**config.mk**
```make
export PLATFORM = sky130hd
export DESIGN_NAME = ohlc_candle_aggregator_top
export DESIGN_NICKNAME = d
export VERILOG_FILES = /design/src/rtl/ohlc_pkg.sv /design/src/rtl/ohlc_candle_aggregator_top.sv /design/src/rtl/ohlc_fifo.sv /design/src/rtl/ohlc_front.sv /design/src/rtl/ohlc_back.sv
export SDC_FILE = /design/constraint.sdc
export NUM_CORES = 2
export LEC_CHECK = 0
export BUFFER_PORTS_ARGS = -buffer_cell sky130_fd_sc_hd__clkbuf_2
export CAP_MARGIN = 40
export CORE_ASPECT_RATIO = 2
export CORE_UTILIZATION = 45
export DETAILED_ROUTE_END_ITERATION = 16
export HOLD_SLACK_MARGIN = 0.1
export PLACE_DENSITY_LB_ADDON = 0.12
export SETUP_SLACK_MARGIN = 0.3
export SLEW_MARGIN = 20
export SYNTH_ARGS = -nofsm -noshare
export SYNTH_HDL_FRONTEND = slang
export SYNTH_SLANG_ARGS = --single-unit
```
**constraint.sdc**
```tcl
create_clock -name clk -period 50.2 [get_ports clk]
set_clock_uncertainty 0.15 [all_clocks]
set_input_delay 2.51 -clock clk [delete_from_list [all_inputs] [get_ports clk]]
set_output_delay 2.51 -clock clk [all_outputs]
set_load 0.005 [all_outputs]
```
**src/rtl/ohlc_pkg.sv**
```systemverilog
`default_nettype none

package ohlc_pkg;

    // configuration register
    localparam int CFG_W         = 25;
    localparam logic [CFG_W-1:0] CFG_RESET = 25'd60;

    // bin width in ms: interval * 1000 stays below 2^35
    localparam int BIN_W         = 35;
    // running remainder holds one extra bit for the shifted-in dividend bit
    localparam int REM_W         = BIN_W + 1;
    // restoring-divider bits retired per cycle
    localparam int DIV_STEP_BITS = 3;

    localparam logic OP_TRADE = 1'b0;
    localparam logic OP_FLUSH = 1'b1;

    typedef enum logic [2:0] {
        FR_IDLE = 3'b001,
        FR_DIV  = 3'b010,
        FR_PUSH = 3'b100
    } front_state_t;

endpackage

`default_nettype wire

```
**src/rtl/ohlc_candle_aggregator_top.sv**
```systemverilog
`default_nettype none

// OHLC candle builder for a time-ordered trade stream. Each input word is a
// trade (tuser = 0) or an end-of-stream flush (tuser = 1). Trades with a zero
// time, a zero or negative price, or while the interval register is zero are
// dropped. A kept trade goes to the bin floor(time / bin) * bin with
// bin = interval_seconds * 1000 ms; a trade in a different bin than the open
// candle emits that candle and opens a new one, and a flush emits the open
// candle. The input is ready only while the front end is idle: a kept trade
// holds it while the restoring divider retires three quotient bits per cycle
// to find the bin start and until its entry is pushed, a flush only until its
// entry is pushed, and a dropped trade not at all. A two-entry queue separates
// the divider from the candle update. A result waits in an output register;
// while it waits unaccepted the candle update takes no entries, so the input
// stalls once the queue is full and the front end holds a finished word.
// Write interval_seconds only while the block is idle.
module ohlc_candle_aggregator_top
    import ohlc_pkg::*;
#(
    parameter int TIME_BITS  = 48,
    parameter int PRICE_BITS = 48,
    parameter int COUNT_BITS = 32
) (
    input  wire logic              clk,
    input  wire logic              rst_n,
    input  wire logic              cfg_wr_en,
    input  wire logic [CFG_W-1:0]  cfg_wr_data,
    input  wire logic              s_axis_tvalid,
    output logic                   s_axis_tready,
    // trade_time_ms, trade_price
    input  wire logic [((TIME_BITS+PRICE_BITS+7)/8)*8-1:0] s_axis_tdata,
    // op
    input  wire logic              s_axis_tuser,
    output logic                   m_axis_tvalid,
    input  wire logic              m_axis_tready,
    // bar_start_ms, bar_open, bar_high, bar_low, bar_close, bar_trades
    output logic [((TIME_BITS+4*PRICE_BITS+COUNT_BITS+7)/8)*8-1:0] m_axis_tdata
);

    localparam int IN_W    = ((TIME_BITS + PRICE_BITS + 7) / 8) * 8;
    localparam int OUT_W   = ((TIME_BITS + 4 * PRICE_BITS + COUNT_BITS + 7) / 8) * 8;
    localparam int ENTRY_W = TIME_BITS + PRICE_BITS + 1;

    logic [TIME_BITS-1:0]  trade_time_ms;
    logic [PRICE_BITS-1:0] trade_price;
    logic                  q_push, q_full, q_pop, q_not_empty;
    logic [ENTRY_W-1:0]    q_push_data, q_pop_data;
    logic [TIME_BITS-1:0]  bar_start_ms;
    logic [PRICE_BITS-1:0] bar_open, bar_high, bar_low, bar_close;
    logic [COUNT_BITS-1:0] bar_trades;
    logic [IN_W-1:0]       in_word;

    assign in_word       = s_axis_tdata;
    assign trade_time_ms = in_word[TIME_BITS-1:0];
    assign trade_price   = in_word[TIME_BITS+PRICE_BITS-1:TIME_BITS];

    ohlc_front #(
        .TIME_BITS  (TIME_BITS),
        .PRICE_BITS (PRICE_BITS)
    ) u_front (
        .clk         (clk),
        .rst_n       (rst_n),
        .cfg_wr_en   (cfg_wr_en),
        .cfg_wr_data (cfg_wr_data),
        .in_valid    (s_axis_tvalid),
        .in_ready    (s_axis_tready),
        .in_op       (s_axis_tuser),
        .in_time     (trade_time_ms),
        .in_price    (trade_price),
        .push        (q_push),
        .push_data   (q_push_data),
        .full        (q_full)
    );

    ohlc_fifo #(
        .WIDTH (ENTRY_W),
        .DEPTH (2)
    ) u_fifo (
        .clk       (clk),
        .rst_n     (rst_n),
        .push      (q_push),
        .push_data (q_push_data),
        .full      (q_full),
        .pop       (q_pop),
        .not_empty (q_not_empty),
        .pop_data  (q_pop_data)
    );

    ohlc_back #(
        .TIME_BITS  (TIME_BITS),
        .PRICE_BITS (PRICE_BITS),
        .COUNT_BITS (COUNT_BITS)
    ) u_back (
        .clk          (clk),
        .rst_n        (rst_n),
        .entry_valid  (q_not_empty),
        .entry_data   (q_pop_data),
        .pop          (q_pop),
        .out_valid    (m_axis_tvalid),
        .out_ready    (m_axis_tready),
        .bar_start_ms (bar_start_ms),
        .bar_open     (bar_open),
        .bar_high     (bar_high),
        .bar_low      (bar_low),
        .bar_close    (bar_close),
        .bar_trades   (bar_trades)
    );

    assign m_axis_tdata = OUT_W'({bar_trades, bar_close, bar_low, bar_high,
                                  bar_open, bar_start_ms});

endmodule

`default_nettype wire

```
**src/rtl/ohlc_fifo.sv**
```systemverilog
`default_nettype none

module ohlc_fifo #(
    parameter int WIDTH = 97,
    parameter int DEPTH = 2
) (
    input  wire logic             clk,
    input  wire logic             rst_n,
    input  wire logic             push,
    input  wire logic [WIDTH-1:0] push_data,
    output logic                  full,
    input  wire logic             pop,
    output logic                  not_empty,
    output logic      [WIDTH-1:0] pop_data
);

    localparam int PTR_W = (DEPTH > 1) ? $clog2(DEPTH) : 1;
    localparam int CNT_W = $clog2(DEPTH + 1);

    logic [WIDTH-1:0] mem_reg [DEPTH];
    logic [PTR_W-1:0] wr_ptr_reg, wr_ptr_next;
    logic [PTR_W-1:0] rd_ptr_reg, rd_ptr_next;
    logic [CNT_W-1:0] count_reg, count_next;
    logic             do_push, do_pop;

    assign full      = (count_reg == CNT_W'(DEPTH));
    assign not_empty = (count_reg != '0);
    assign pop_data  = mem_reg[rd_ptr_reg];
    assign do_push   = push && !full;
    assign do_pop    = pop && not_empty;

    always_comb
    begin
        wr_ptr_next = wr_ptr_reg;
        rd_ptr_next = rd_ptr_reg;
        count_next  = count_reg;
        if (do_push)
        begin
            wr_ptr_next = (wr_ptr_reg == PTR_W'(DEPTH - 1)) ? '0 : wr_ptr_reg + 1'b1;
        end
        if (do_pop)
        begin
            rd_ptr_next = (rd_ptr_reg == PTR_W'(DEPTH - 1)) ? '0 : rd_ptr_reg + 1'b1;
        end
        if (do_push && !do_pop)
        begin
            count_next = count_reg + 1'b1;
        end
        else if (do_pop && !do_push)
        begin
            count_next = count_reg - 1'b1;
        end
    end

    always_ff @(posedge clk or negedge rst_n)
    begin
        if (!rst_n)
        begin
            wr_ptr_reg <= '0;
            rd_ptr_reg <= '0;
            count_reg  <= '0;
        end
        else
        begin
            wr_ptr_reg <= wr_ptr_next;
            rd_ptr_reg <= rd_ptr_next;
            count_reg  <= count_next;
        end
    end

    always_ff @(posedge clk)
    begin
        if (do_push)
        begin
            mem_reg[wr_ptr_reg] <= push_data;
        end
    end

endmodule

`default_nettype wire

```
**src/rtl/ohlc_front.sv**
```systemverilog
`default_nettype none

module ohlc_front
    import ohlc_pkg::*;
#(
    parameter int TIME_BITS  = 48,
    parameter int PRICE_BITS = 48
) (
    input  wire logic                            clk,
    input  wire logic                            rst_n,
    input  wire logic                            cfg_wr_en,
    input  wire logic [CFG_W-1:0]                cfg_wr_data,
    input  wire logic                            in_valid,
    output logic                                 in_ready,
    input  wire logic                            in_op,
    input  wire logic [TIME_BITS-1:0]            in_time,
    input  wire logic [PRICE_BITS-1:0]           in_price,
    output logic                                 push,
    // entry: kind, bin start, price (lowest bit up)
    output logic [TIME_BITS+PRICE_BITS:0]        push_data,
    input  wire logic                            full
);

    localparam int STEPS = (TIME_BITS + DIV_STEP_BITS - 1) / DIV_STEP_BITS;
    localparam int DIV_W = STEPS * DIV_STEP_BITS;
    localparam int CNT_W = $clog2(STEPS);

    front_state_t              state_reg, state_next;
    logic [CFG_W-1:0]          interval_reg;
    logic [BIN_W-1:0]          bin_reg, bin_next;
    logic [REM_W-1:0]          rem_reg, rem_next;
    logic [DIV_W-1:0]          dvd_reg, dvd_next;
    logic [TIME_BITS-1:0]      time_reg, time_next;
    logic [PRICE_BITS-1:0]     price_reg, price_next;
    logic                      flush_reg, flush_next;
    logic [CNT_W-1:0]          cnt_reg, cnt_next;

    logic [BIN_W-1:0]          iv_ext, bin_calc;
    logic [REM_W-1:0]          rem_step;
    logic [DIV_W-1:0]          dvd_step;
    logic                      accept, trade_ok;
    logic [TIME_BITS-1:0]      bin_start;

    assign in_ready = (state_reg == FR_IDLE);
    assign accept   = in_valid && in_ready;

    // x1000 = x1024 - x16 - x8
    assign iv_ext   = BIN_W'(interval_reg);
    assign bin_calc = (iv_ext << 10) - (iv_ext << 4) - (iv_ext << 3);

    assign trade_ok = (in_time != '0) && (in_price != '0) && !in_price[PRICE_BITS-1]
                      && (interval_reg != '0);

    // restoring division, remainder only
    always_comb
    begin
        logic [REM_W-1:0] r;
        logic [DIV_W-1:0] d;
        r = rem_reg;
        d = dvd_reg;
        for (int i = 0; i < DIV_STEP_BITS; i++)
        begin
            r = {r[REM_W-2:0], d[DIV_W-1]};
            d = {d[DIV_W-2:0], 1'b0};
            if (r >= REM_W'(bin_reg))
            begin
                r = r - REM_W'(bin_reg);
            end
        end
        rem_step = r;
        dvd_step = d;
    end

    assign bin_start = time_reg - TIME_BITS'(rem_reg);
    assign push      = (state_reg == FR_PUSH) && !full;
    assign push_data = {price_reg, bin_start, flush_reg};

    always_comb
    begin
        state_next = state_reg;
        bin_next   = bin_reg;
        rem_next   = rem_reg;
        dvd_next   = dvd_reg;
        time_next  = time_reg;
        price_next = price_reg;
        flush_next = flush_reg;
        cnt_next   = cnt_reg;
        case (state_reg)
            FR_IDLE:
            begin
                if (accept)
                begin
                    if (in_op == OP_FLUSH)
                    begin
                        flush_next = 1'b1;
                        rem_next   = '0;
                        time_next  = '0;
                        state_next = FR_PUSH;
                    end
                    else if (trade_ok)
                    begin
                        flush_next = 1'b0;
                        time_next  = in_time;
                        price_next = in_price;
                        dvd_next   = DIV_W'(in_time);
                        rem_next   = '0;
                        bin_next   = bin_calc;
                        cnt_next   = CNT_W'(STEPS - 1);
                        state_next = FR_DIV;
                    end
                end
            end
            FR_DIV:
            begin
                rem_next = rem_step;
                dvd_next = dvd_step;
                if (cnt_reg == '0)
                begin
                    state_next = FR_PUSH;
                end
                else
                begin
                    cnt_next = cnt_reg - 1'b1;
                end
            end
            FR_PUSH:
            begin
                if (!full)
                begin
                    state_next = FR_IDLE;
                end
            end
            default:
            begin
                state_next = FR_IDLE;
            end
        endcase
    end

    always_ff @(posedge clk or negedge rst_n)
    begin
        if (!rst_n)
        begin
            state_reg    <= FR_IDLE;
            interval_reg <= CFG_RESET;
        end
        else
        begin
            state_reg <= state_next;
            if (cfg_wr_en)
            begin
                interval_reg <= cfg_wr_data;
            end
        end
    end

    always_ff @(posedge clk)
    begin
        bin_reg   <= bin_next;
        rem_reg   <= rem_next;
        dvd_reg   <= dvd_next;
        time_reg  <= time_next;
        price_reg <= price_next;
        flush_reg <= flush_next;
        cnt_reg   <= cnt_next;
    end

endmodule

`default_nettype wire

```
**src/rtl/ohlc_back.sv**
```systemverilog
`default_nettype none

module ohlc_back #(
    parameter int TIME_BITS  = 48,
    parameter int PRICE_BITS = 48,
    parameter int COUNT_BITS = 32
) (
    input  wire logic                            clk,
    input  wire logic                            rst_n,
    input  wire logic                            entry_valid,
    input  wire logic [TIME_BITS+PRICE_BITS:0]   entry_data,
    output logic                                 pop,
    output logic                                 out_valid,
    input  wire logic                            out_ready,
    output logic [TIME_BITS-1:0]                 bar_start_ms,
    output logic [PRICE_BITS-1:0]                bar_open,
    output logic [PRICE_BITS-1:0]                bar_high,
    output logic [PRICE_BITS-1:0]                bar_low,
    output logic [PRICE_BITS-1:0]                bar_close,
    output logic [COUNT_BITS-1:0]                bar_trades
);

    logic                  e_flush;
    logic [TIME_BITS-1:0]  e_start;
    logic [PRICE_BITS-1:0] e_price;

    logic                  open_reg, open_next;
    logic [TIME_BITS-1:0]  cur_start_reg, cur_start_next;
    logic [PRICE_BITS-1:0] cur_open_reg, cur_open_next;
    logic [PRICE_BITS-1:0] cur_high_reg, cur_high_next;
    logic [PRICE_BITS-1:0] cur_low_reg, cur_low_next;
    logic [PRICE_BITS-1:0] cur_close_reg, cur_close_next;
    logic [COUNT_BITS-1:0] cur_count_reg, cur_count_next;

    logic                  out_valid_reg, out_valid_next;
    logic [TIME_BITS-1:0]  o_start_reg, o_start_next;
    logic [PRICE_BITS-1:0] o_open_reg, o_open_next;
    logic [PRICE_BITS-1:0] o_high_reg, o_high_next;
    logic [PRICE_BITS-1:0] o_low_reg, o_low_next;
    logic [PRICE_BITS-1:0] o_close_reg, o_close_next;
    logic [COUNT_BITS-1:0] o_count_reg, o_count_next;
    logic                  emit, start_new;

    assign e_flush = entry_data[0];
    assign e_start = entry_data[TIME_BITS:1];
    assign e_price = entry_data[TIME_BITS+PRICE_BITS:TIME_BITS+1];

    // take an entry only when the output register can hold a possible result
    assign pop = entry_valid && (!out_valid_reg || out_ready);

    always_comb
    begin
        emit      = 1'b0;
        start_new = 1'b0;
        open_next      = open_reg;
        cur_start_next = cur_start_reg;
        cur_open_next  = cur_open_reg;
        cur_high_next  = cur_high_reg;
        cur_low_next   = cur_low_reg;
        cur_close_next = cur_close_reg;
        cur_count_next = cur_count_reg;

        if (pop)
        begin
            if (e_flush)
            begin
                emit      = open_reg;
                open_next = 1'b0;
            end
            else if (!open_reg)
            begin
                start_new = 1'b1;
            end
            else if (e_start == cur_start_reg)
            begin
                // prices are positive here, unsigned compare is exact
                if (e_price > cur_high_reg)
                begin
                    cur_high_next = e_price;
                end
                if (e_price < cur_low_reg)
                begin
                    cur_low_next = e_price;
                end
                cur_close_next = e_price;
                if (cur_count_reg != '1)
                begin
                    cur_count_next = cur_count_reg + 1'b1;
                end
            end
            else
            begin
                emit      = 1'b1;
                start_new = 1'b1;
            end
        end

        if (start_new)
        begin
            open_next      = 1'b1;
            cur_start_next = e_start;
            cur_open_next  = e_price;
            cur_high_next  = e_price;
            cur_low_next   = e_price;
            cur_close_next = e_price;
            cur_count_next = COUNT_BITS'(1);
        end

        out_valid_next = out_valid_reg && !out_ready;
        o_start_next   = o_start_reg;
        o_open_next    = o_open_reg;
        o_high_next    = o_high_reg;
        o_low_next     = o_low_reg;
        o_close_next   = o_close_reg;
        o_count_next   = o_count_reg;
        if (emit)
        begin
            out_valid_next = 1'b1;
            o_start_next   = cur_start_reg;
            o_open_next    = cur_open_reg;
            o_high_next    = cur_high_reg;
            o_low_next     = cur_low_reg;
            o_close_next   = cur_close_reg;
            o_count_next   = cur_count_reg;
        end
    end

    always_ff @(posedge clk or negedge rst_n)
    begin
        if (!rst_n)
        begin
            open_reg      <= 1'b0;
            out_valid_reg <= 1'b0;
        end
        else
        begin
            open_reg      <= open_next;
            out_valid_reg <= out_valid_next;
        end
    end

    always_ff @(posedge clk)
    begin
        cur_start_reg <= cur_start_next;
        cur_open_reg  <= cur_open_next;
        cur_high_reg  <= cur_high_next;
        cur_low_reg   <= cur_low_next;
        cur_close_reg <= cur_close_next;
        cur_count_reg <= cur_count_next;
        o_start_reg   <= o_start_next;
        o_open_reg    <= o_open_next;
        o_high_reg    <= o_high_next;
        o_low_reg     <= o_low_next;
        o_close_reg   <= o_close_next;
        o_count_reg   <= o_count_next;
    end

    assign out_valid    = out_valid_reg;
    assign bar_start_ms = o_start_reg;
    assign bar_open     = o_open_reg;
    assign bar_high     = o_high_reg;
    assign bar_low      = o_low_reg;
    assign bar_close    = o_close_reg;
    assign bar_trades   = o_count_reg;

endmodule

`default_nettype wire

```
==> flow_metrics.tcl <==
set metrics [dict create \
    status "finished, final reports clean" \
    chipHeight_um 452 \
    ys_seq_area_frac 0.641 \
    yosys-top-cells-area "edfxtp_1, ha_1, mux2_2" \
    critPathCaptureType "register" \
    netlist.area_leader.share 0.609 \
    vias 27700 \
    worstPathRequired_ns 50.58 \
    root_buffer "clkbuf_16" \
    slew_headroom 0.322 \
    hold_violations 0 \
    setup_tns_ns 0 \
    final-max-slew-violation-count 0 \
    syn_area_mm2 0.0455 \
    synth_edf_count 923 \
    grt_remaining_overflow 0 \
    hold_path.class "register to register" \
    dieArea_mm2 0.103 \
    grt_start_max_net_pins 158 \
    synth_top_family_by_area "simple AND/OR/NAND/NOR gates" \
    area_growth_syn_to_layout_pct 14.9 \
    totalWireLength_um 117000 \
    critPathKind "register to register" \
    fin_crit_sh 0.213 \
    synthTopCellsByCount "edfxtp_1, nand2_1, ha_1, inv_1, a21oi_1" \
    setup_viol 0 \
    clk_path_buf_depth 3 \
    synthAdderAreaFrac 0.0842 \
    cpPeakStageDelay_ns 0.71 \
    ys.flop_type "edfxtp_1" \
    htreeDepth 3 \
    synth_seq_cells 989 \
    slowest_stage "o221ai_4" \
    ctsHoldBuffers 0 \
    cellPowerDensity_mw_per_mm2 55.9 \
    fin_nets 4247 \
    gp_congestion 0.951 \
    grt.busiest_layer "met2" \
    via_per_inst 5.30 \
    port_buffers 400 \
    use_met2 0.421 \
    synth_area_leader_cell "edfxtp_1" \
    drt-pass1-iter-count 5 \
    synth_simple_gate_area_frac 0.0885 \
    grt_usage 0.228 \
    cts_tree "yes" \
    reg2reg_depth 34 \
    critPathArrivalTime_ns 11.09 \
    syn_inst 3360 \
    drive_gt1_frac 0.190 \
    grt_pass1_wl_um 171000 \
    ant_nets 0 \
    dpl.hpwl_um 89900 \
    p_leak_nw 20.6 \
    vdd.ir_drop.worst_mv 0.0382 \
    cts_sinks 989 \
    drc 0 \
    fillCellCount 8774 \
    syn_avg_cell_area_um2 13.6 \
    clk_pin_slew_worst_paths_ns 0.07 \
    synth.distinct_cells 82 \
    cp_common_cell "a21oi_1" \
    yosys.cell_count.top_type "edfxtp_1" \
    antenna_found_initial 1 \
    drv_cap 0 \
    syn_nets 3782 \
    cts_buffers 87 \
    clkLatencyLatePin_ns 0.70 \
    crit_fanout 36 \
    final_util 0.523 \
    cts_resized 0 \
    cts_setup_buffers 0 \
    start_util 0.455 \
    wire_per_inst_um 22.4 \
    worstMarginPinSlew_ns 1.02 \
    pin_count 401 \
    synth_compound_area_frac 0.0866 \
    max_freq_ghz 0.0933 \
    row_count 164 \
    fp.coreArea_mm2 0.100 \
    largest_register_ffs 194 \
    synthArstFlopShare 0.0344 \
    synth_warnings 0 \
    grt_pass1_vias 28300 \
    synthXorXnorAreaFrac 0.0433 \
    muxShareOfSynthArea 0.0283 \
    grtUsageMet1 0.246 \
    rsz0062_at_grt "false" \
    fin_crit_ns 10.71 \
    cp-start-kind "register" \
    global_route.usage.met3 0.0312 \
    min_path_cells 0 \
    dr.first_iter.drc_count 1378 \
    die_w_um 227 \
]
## per-layer routing
metal / share of wire / routed length [um]
met2: 0.53 / 62100
met5: 0 / 0
met3: 0.039 / 4610
met4: 0.058 / 6790
met1: 0.37 / 43400
## power by group
part / leakage (nW) / total [mW] / switching [mW] / internal [mW]
clock: 1.39 / 0.681 / 0.306 / 0.375
combinational: 9.92 / 0.995 / 0.624 / 0.371
sequential: 9.27 / 1.25 / 0.0749 / 1.17
## cells in the final DEF (no fill, tap or decap), types with 43 or more instances in the layout
master,netlist,layout
a21o_1,85,85
a21oi_1,185,184
clkbuf_16,0,91
clkbuf_2,2,400
edfxtp_1,923,923
ha_1,276,276
inv_1,255,253
mux2_2,101,101
nand2_1,286,286
nand3_1,45,45
nand4_1,55,55
nor2_1,137,136
nor2b_1,89,88
nor4_1,46,43
o21ai_0,126,126
xnor2_1,98,98
xor2_1,127,127
## worst paths after layout
| check | slack [ns] | endpoint | startpoint |
|---|---|---|---|
| hold reg to reg | 0.27 | u_back.bar_open[46] | u_back.cur_open_reg[46] |
| setup / recovery | 39.49 | u_front.rem_reg[16] | u_front.rem_reg[2] |
| min in group asynchronous | 1.72 | u_front.interval_reg[17] | rst_n |
| hold / removal | 0.27 | u_back.bar_open[46] | u_back.cur_open_reg[46] |
| setup reg to reg | 39.49 | u_front.rem_reg[16] | u_front.rem_reg[2] |
| max in group asynchronous | 47.74 | u_fifo.rd_ptr_reg | rst_n |
## metrics by stage
stage,hold WS (ns),area (um2),setup slack [ns],total power [mW],cells
2_1_floorplan,0.250,45500,27.34,1.96,3360
4_1_cts,0.269,52300,39.47,2.96,5218
6_report,0.266,52300,39.49,2.92,5222
3_3_place_gp,0.251,49200,39.58,2.26,5053
3_5_place_dp,0.255,49400,39.49,2.27,5062
5_1_grt,0.274,52300,38.82,3.09,5221
## layout make-up
class | count | area [um2] | share of cell area
clock buffer | 109 | 2380 | 0.0456
timing repair buffer | 443 | 2490 | 0.0475
multi-input combinational | 2048 | 15200 | 0.289
clock inverter | 47 | 477 | 0.00911
tap | 1328 | 1660 | 0.0317
inverter | 256 | 961 | 0.0184
sequential | 989 | 29200 | 0.558
antenna | 2 | 5.00 | 0.0000956
## cell families after synthesis
group	after synthesis
flip-flops	989
XOR/XNOR	225
adder cells (fa/ha/maj)	295
AO/OA/AOI/OAI	598
multiplexers	116
AND/OR/NAND/NOR	814
buffers and inverters	323
## critical path: cells and delay by family, from the launching register on
kind                     cells  cell delay (ns)
flip-flops                   1             0.42
buffers and inverters        4             0.69
AND/OR/NAND/NOR              5             1.33
adder cells (fa/ha/maj)      3             1.10
AO/OA/AOI/OAI               21             6.45
multiplexers                 1             0.33
Note: power is estimated with default switching activity, not from simulation.
